`src/hw/rtl/bsl_pkg.sv`:
```
`default_nettype none

package bsl_pkg;

  localparam logic [2:0] CMD_APPEND = 3'd0;
  localparam logic [2:0] CMD_INSERT = 3'd1;
  localparam logic [2:0] CMD_SEARCH = 3'd2;
  localparam logic [2:0] CMD_REMOVE = 3'd3;
  localparam logic [2:0] CMD_DUMP   = 3'd4;

  localparam logic [2:0] ST_OK        = 3'd0;
  localparam logic [2:0] ST_FULL      = 3'd1;
  localparam logic [2:0] ST_EMPTY     = 3'd2;
  localparam logic [2:0] ST_NOT_FOUND = 3'd3;
  localparam logic [2:0] ST_BAD_POS   = 3'd4;

  typedef struct packed {
    logic signed [31:0] key;
    logic [63:0]        name;
    logic [15:0]        cls;
  } rec_t;

  typedef enum logic [7:0] {
    S_IDLE  = 8'b0000_0001,
    S_START = 8'b0000_0010,
    S_CHK   = 8'b0000_0100,
    S_DEL   = 8'b0000_1000,
    S_INS   = 8'b0001_0000,
    S_PUT   = 8'b0010_0000,
    S_DUMP  = 8'b0100_0000,
    S_EMIT  = 8'b1000_0000
  } state_t;

endpackage

`default_nettype wire

```
`src/hw/rtl/bounded_sequential_list_unit.sv`:
```
`default_nettype none
// Append, insert at the end and errors found before any walk go from S_START to S_EMIT,
// which loads the registered result once the output slot is free. Search and remove walk
// the list from the record memory, one entry a cycle; remove and insert then move one entry
// a cycle through the same memory port pair. Dump gives one record a cycle while the output
// is taken. One item is worked at a time.
// Reset (rst, synchronous) empties the list and clears control; record contents are not reset.

module bounded_sequential_list_unit #(
  parameter int LIST_DEPTH = 8
) (
  input  wire                clk,
  input  wire                rst,
  input  wire                in_valid,
  output logic               in_ready,
  input  wire  [2:0]         command,
  input  wire  signed [31:0] key,
  input  wire  [63:0]        name_chars,
  input  wire  [15:0]        class_number,
  input  wire  [3:0]         position,
  output logic               out_valid,
  input  wire                out_ready,
  output logic [2:0]         status,
  output logic [2:0]         index,
  output logic signed [31:0] key_out,
  output logic [63:0]        name_out,
  output logic [15:0]        class_out,
  output logic [3:0]         count,
  output logic               last
);
  import bsl_pkg::*;

  localparam int CW  = $clog2(LIST_DEPTH + 1);
  localparam int AW  = (LIST_DEPTH > 1) ? $clog2(LIST_DEPTH) : 1;
  localparam int PCW = (CW > 4) ? CW : 4;

  state_t state, state_next;
  logic [CW-1:0] fill, fill_next;
  logic [CW-1:0] ptr, ptr_next;
  logic [CW-1:0] ptr_inc;
  logic [CW:0]   ptr_inc2;

  logic [2:0] op;
  rec_t       item_rec;
  logic [3:0] item_pos;

  logic [2:0] res_status, res_status_next;
  logic [2:0] res_index, res_index_next;
  rec_t       res_rec, res_rec_next;

  rec_t            mem [LIST_DEPTH];
  rec_t            rd_data;
  logic            rd_en, wr_en;
  logic [AW-1:0]   rd_addr, wr_addr;
  rec_t            wr_data;

  logic       slot_free, load_out;
  logic [2:0] ld_status, ld_index;
  rec_t       ld_rec;
  logic       ld_last;
  logic       accept, is_full, pos_bad;

  assign in_ready  = (state == S_IDLE);
  assign accept    = in_valid && in_ready;
  assign slot_free = !out_valid || out_ready;
  assign ptr_inc   = ptr + 1'b1;
  assign ptr_inc2  = {1'b0, ptr} + (CW + 1)'(2);
  assign is_full   = (fill == CW'(LIST_DEPTH));
  assign pos_bad   = PCW'(item_pos) > PCW'(fill);

  always_comb begin
    state_next      = state;
    fill_next       = fill;
    ptr_next        = ptr;
    res_status_next = res_status;
    res_index_next  = res_index;
    res_rec_next    = res_rec;
    rd_en           = 1'b0;
    rd_addr         = ptr[AW-1:0];
    wr_en           = 1'b0;
    wr_addr         = ptr[AW-1:0];
    wr_data         = rd_data;
    load_out        = 1'b0;
    ld_status       = res_status;
    ld_index        = res_index;
    ld_rec          = res_rec;
    ld_last         = 1'b1;
    unique case (state)
      S_IDLE: begin
        if (accept) begin
          state_next = S_START;
        end
      end
      S_START: begin
        res_status_next = ST_OK;
        res_index_next  = '0;
        res_rec_next    = '0;
        ptr_next        = '0;
        rd_addr         = '0;
        state_next      = S_EMIT;
        priority if (op == CMD_APPEND || op == CMD_INSERT) begin
          if (is_full) begin
            res_status_next = ST_FULL;
          end else if (op == CMD_INSERT && pos_bad) begin
            res_status_next = ST_BAD_POS;
          end else if (op == CMD_APPEND || PCW'(item_pos) == PCW'(fill)) begin
            wr_en     = 1'b1;
            wr_addr   = fill[AW-1:0];
            wr_data   = item_rec;
            fill_next = fill + 1'b1;
          end else begin
            // move the tail up, starting from the top entry
            ptr_next   = fill;
            rd_en      = 1'b1;
            rd_addr    = AW'(fill - 1'b1);
            state_next = S_INS;
          end
        end else if (op == CMD_SEARCH || op == CMD_REMOVE || op == CMD_DUMP) begin
          if (fill == '0) begin
            res_status_next = (op == CMD_SEARCH) ? ST_NOT_FOUND : ST_EMPTY;
          end else begin
            rd_en      = 1'b1;
            state_next = (op == CMD_DUMP) ? S_DUMP : S_CHK;
          end
        end else begin
          // undefined command: drop it
          state_next = S_IDLE;
        end
      end
      S_CHK: begin
        if (rd_data.key == item_rec.key) begin
          if (op == CMD_SEARCH) begin
            res_index_next = 3'(ptr);
            res_rec_next   = rd_data;
            state_next     = S_EMIT;
          end else if (ptr_inc >= fill) begin
            fill_next  = fill - 1'b1;
            state_next = S_EMIT;
          end else begin
            rd_en      = 1'b1;
            rd_addr    = ptr_inc[AW-1:0];
            state_next = S_DEL;
          end
        end else if (ptr_inc >= fill) begin
          res_status_next = ST_NOT_FOUND;
          state_next      = S_EMIT;
        end else begin
          ptr_next = ptr_inc;
          rd_en    = 1'b1;
          rd_addr  = ptr_inc[AW-1:0];
        end
      end
      S_DEL: begin
        // rd_data holds entry ptr+1: close the gap at ptr
        wr_en    = 1'b1;
        ptr_next = ptr_inc;
        if (ptr_inc2 < {1'b0, fill}) begin
          rd_en   = 1'b1;
          rd_addr = ptr_inc2[AW-1:0];
        end else begin
          fill_next  = fill - 1'b1;
          state_next = S_EMIT;
        end
      end
      S_INS: begin
        // rd_data holds entry ptr-1: move it up to ptr
        wr_en    = 1'b1;
        ptr_next = ptr - 1'b1;
        if (PCW'(ptr - 1'b1) > PCW'(item_pos)) begin
          rd_en   = 1'b1;
          rd_addr = AW'(ptr - CW'(2));
        end else begin
          state_next = S_PUT;
        end
      end
      S_PUT: begin
        wr_en      = 1'b1;
        wr_addr    = AW'(item_pos);
        wr_data    = item_rec;
        fill_next  = fill + 1'b1;
        state_next = S_EMIT;
      end
      S_DUMP: begin
        ld_status = ST_OK;
        ld_index  = 3'(ptr);
        ld_rec    = rd_data;
        ld_last   = (ptr_inc == fill);
        if (slot_free) begin
          load_out = 1'b1;
          if (ptr_inc == fill) begin
            state_next = S_IDLE;
          end else begin
            ptr_next = ptr_inc;
            rd_en    = 1'b1;
            rd_addr  = ptr_inc[AW-1:0];
          end
        end
      end
      S_EMIT: begin
        if (slot_free) begin
          load_out   = 1'b1;
          state_next = S_IDLE;
        end
      end
      default: begin
        state_next = S_IDLE;
      end
    endcase
  end

  always_ff @(posedge clk) begin
    if (rst) begin
      state     <= S_IDLE;
      fill      <= '0;
      out_valid <= 1'b0;
    end else begin
      state <= state_next;
      fill  <= fill_next;
      if (load_out) begin
        out_valid <= 1'b1;
      end else if (out_ready) begin
        out_valid <= 1'b0;
      end
    end
  end

  always_ff @(posedge clk) begin
    ptr        <= ptr_next;
    res_status <= res_status_next;
    res_index  <= res_index_next;
    res_rec    <= res_rec_next;
    if (accept) begin
      op            <= command;
      item_rec.key  <= key;
      item_rec.name <= name_chars;
      item_rec.cls  <= class_number;
      item_pos      <= position;
    end
    if (load_out) begin
      status    <= ld_status;
      index     <= ld_index;
      key_out   <= ld_rec.key;
      name_out  <= ld_rec.name;
      class_out <= ld_rec.cls;
      count     <= 4'(fill_next);
      last      <= ld_last;
    end
  end

  always_ff @(posedge clk) begin
    if (wr_en) begin
      mem[wr_addr] <= wr_data;
    end
    if (rd_en) begin
      rd_data <= mem[rd_addr];
    end
  end

  a_fill_bound: assert property (@(posedge clk) disable iff (rst)
    fill <= CW'(LIST_DEPTH))
    else $error("record count beyond list depth");

  a_fill_step: assert property (@(posedge clk) disable iff (rst)
    (!$past(rst) && fill != $past(fill)) |->
      (fill == $past(fill) + 1'b1 || fill == $past(fill) - 1'b1))
    else $error("record count moved by more than one");

  a_no_overlap: assert property (@(posedge clk) disable iff (rst)
    (rd_en && wr_en) |-> (rd_addr != wr_addr))
    else $error("read and write to the same entry in one cycle");

  a_idle_quiet: assert property (@(posedge clk) disable iff (rst)
    (state == S_IDLE) |-> (!wr_en && !rd_en && !load_out))
    else $error("memory or output activity while idle");

endmodule

`default_nettype wire

```
`config.mk`:
```
export PLATFORM = sky130hd
export DESIGN_NAME = bounded_sequential_list_unit
export DESIGN_NICKNAME = d
export VERILOG_FILES = /design/src/hw/rtl/bsl_pkg.sv /design/src/hw/rtl/bounded_sequential_list_unit.sv
export SDC_FILE = /design/constraint.sdc
export NUM_CORES = 2
export LEC_CHECK = 0
export ABC_CLOCK_PERIOD_IN_PS = 29500
export BUFFER_PORTS_ARGS = -buffer_cell sky130_fd_sc_hd__buf_2
export CAP_MARGIN = 5
export CORE_MARGIN = 1
export CORE_UTILIZATION = 47
export DETAILED_ROUTE_END_ITERATION = 10
export SYNTH_ARGS = -nofsm -noshare
export SYNTH_HDL_FRONTEND = slang
export SYNTH_SLANG_ARGS = --single-unit
```
`constraint.sdc`:
```
create_clock -name clk -period 29.5 [get_ports clk]
set_input_delay 1.475 -clock clk [delete_from_list [all_inputs] [get_ports clk]]
set_output_delay 1.475 -clock clk [all_outputs]
set_load 0.01 [all_outputs]
```
==> results.toml <==
[route]
vias = 32300
ant_nets = 0
via_per_inst = 5.56
drtPass1Iterations = 8
wl_per_cell_um = 23.2
wirelength_um = 135000
drtIter0Drc = 3593
drcViolationCount = 26

[finish]
antenna_cells = 0
register_area_mm2 = 0.0415
layout.nets = 4326
multiInputGateArea_mm2 = 0.0119
drive_above_1_share_pct = 12.0
layout_commonest_cell = "nand2_1"
areaGrowthSynthToFinish_pct = 13.2
nFillCells = 9500
most-common-layout-cells = "1381 x nand2_1, 1372 x edfxtp_1, 247 x buf_2, 233 x nand3_1, 150 x clkbuf_16"

[sta]
finalHoldViolations = 0
relSlewSlack_pct = 19.1
worst_slack_ns = 22.99
hold_slack_ns = 0.510
finClkSkew_ns = 0.0204
setup_violations = 0
rsz0062_at_grt = "no"
fin_setup_tns_ns = 0
fmax_mhz = 154
report.final.slew_viol_count = 0
fin_crit_sh_pct = 22.1
fin_crit_ns = 6.51
worst_pin_slew_ns = 1.21

[synth]
avgSynthCellArea_um2 = 13.8
synth-edff-count = 1372
netlist_area_mm2 = 0.0544
synthCells = 3950
synthFlopType = "edfxtp_1"
ys_seq_elements = 1385
ys_types = 61
ys_seq_area_share_pct = 76.3
synth_nets = 4098
synthArstFlopShare_pct = 0
yosys_warnings = 0

[die]
initial_core_util_pct = 47.5
die_height_um = 342
io_pins = 248
dieArea_mm2 = 0.117
core_area_mm2 = 0.115
die_x_um = 342
num_rows = 124

[power]
power_density_mw_per_mm2 = 74.0
max-vdd-ir-drop_uv = 61.8
fin_total_pwr_w = 0.00455
p_leak_nw = 21.8

[worst_setup_path]
end_kind = "register"
path_depth = 14
critPathBufInv = 3
critical_path_class = "reg2reg"
r2r_end = "rd_data[74]"
crit_path_end = "rd_data[74]"
cp-startpoint = "ptr[0]"
cpPeakStageDelay_ns = 0.87
crit_slowest_cell = "buf_4"
rrSetupSlack_ns = 22.99
path_cells = "inv_1, ha_1, ha_1, and3_1, a221oi_1, nor2_1, a41oi_1, a32o_1, and2_4, buf_4, buf_12, mux2i_1, a32oi_1, and3_1"
startpoint_type = "register"
r2r_cells = 14
reg2reg_from = "ptr[0]"
cp_max_fo = 168
cp_top_family = "buffers and inverters"
critPathArrivalTime_ns = 7.00
crit_required_ns = 29.99

[clock_tree]
clock-sinks = 1385
cts_buffer_depth = 3
postCtsSetupRepairBufs = 0
cts_resized = 0
htree_levels = 4
cts_tree = "done"
cts_root_buf = "clkbuf_16"
cts_hold_buf = 0
clkSlewWorstSetupHoldPaths_ns = 0.06
cts_buffers = 145
clk_latency_ns = 0.75

[place]
gp_congestion = 0.861
hpwlAfterDp_um = 67600
port_buffers = 247
dp_slack_ns = 23.24

[hold_path]
hp-class = "reg2reg"
hold_path.startpoint = "res_rec[9]"

[global_route]
grt_pass1_vias = 31100
grt_max_degree = 182
antenna_found_initial = 5
grt_use_total_pct = 22.8
grt_pass1_wl_um = 199000
gr-total-overflow = 0

[run]
cap_viol_max_count = 0

[run_status]
status = "finished with violations"
violations = "design-rule violations"
synth_stat cells (4+ instances only):
library cell  number  area share, %
buf_4             21           0.29
buf_6             10           0.21
buf_1              4          0.028
nor2b_1            6          0.069
and3_1           119            1.4
nor2_1            37           0.26
o21ai_0           19           0.17
nand2_1         1382            9.5
nor3_1            14           0.13
nand4_1           16           0.18
xnor2_1           40           0.64
mux2i_1          113            2.1
inv_1             20           0.14
ha_1              25           0.58
nand2b_1           7          0.081
a22oi_1            5          0.069
a21o_1             5          0.069
buf_2             63           0.58
a21oi_1           22           0.20
nand3_1          233            2.1
and2_1           120            1.4
a32oi_1          113            1.8
edfxtp_1        1372             76
dfxtp_1           13           0.48
nor4_1             4          0.046
clkbuf_1         111           0.77
a31oi_1            4          0.046
o211ai_1           5          0.069
worst register-to-register path: stages (launching register included):
cell and delay, ns:
edfxtp_1 0.54, inv_1 0.18, ha_1 0.40, ha_1 0.29
and3_1 0.18, a221oi_1 0.64, nor2_1 0.16, a41oi_1 0.36
a32o_1 0.27, and2_4 0.79, buf_4 0.88, buf_12 0.60
mux2i_1 0.65, a32oi_1 0.09, and3_1 0.25
per-layer routing:
| layer | part of all wire (%) | vias up | GRT usage (%) |
|---|---|---|---|
| met2 | 47 | 1259 | 36.4 |
| met5 | 0 | - | 0 |
| met4 | 2.9 | 0 | 8.00 |
| met1 | 43 | 16100 | 31.8 |
| li1 | - | 14700 | - |
| met3 | 7.2 | 233 | 3.74 |
logic make-up after synthesis:
logic type / count (synthesis) / share of synthesized area, %
buffers and inverters: 230 / 2.05
DFF: 1385 / 76.3
adders and majority gates: 25 / 0.575
muxes: 113 / 2.08
xor gates and xnor gates: 43 / 0.693
AOI/OAI and AO/OA: 197 / 2.86
and+or+nand+nor: 1957 / 15.5
metrics by stage:
| step | cells | utilization, % | instance area (µm²) |
|---|---|---|---|
| floorplan | 3950 | - | 54400 |
| global placement | 5543 | 49.8 | 57000 |
| detailed placement | 5543 | 49.8 | 57000 |
| CTS | 5804 | 53.7 | 61500 |
| global route | 5804 | 53.7 | 61500 |
| finish | 5804 | 53.7 | 61500 |
sequential cells by signal, indices dropped and copies added (netlist names), 4 cells and up:
register / flops
class_out: 16
item_rec: 112
mem: 896
rd_data: 112
res_rec: 112
name_out: 64
ptr: 4
state: 8
item_pos: 4
count: 4
fill: 4
key_out: 32
worst min path at each step:
stage	endpoint	slack, ns	depth (start not counted)
floorplan	class_out[0]	0.49	2
global placement	class_out[0]	0.50	2
detailed placement	key_out[19]	0.50	2
CTS	class_out[9]	0.50	2
global route	class_out[9]	0.53	2
finish	class_out[9]	0.51	2
area by class of cell:
type	instances	area share (%)
Clock buffer	182	6.29
Clock inverter	79	1.04
Inverter	20	0.122
Multi-Input combinational cell	2335	19.4
Sequential cell	1385	67.4
Tap cell	1512	3.07
Timing Repair Buffer	291	2.73
power by group:
part           internal (W)  leakage, nW  switching [W]
Sequential          0.00228         12.4      0.0000464
Clock               0.00100         2.21       0.000743
Combinational      0.000148         7.13       0.000332
(Power assumes the default switching activity.)
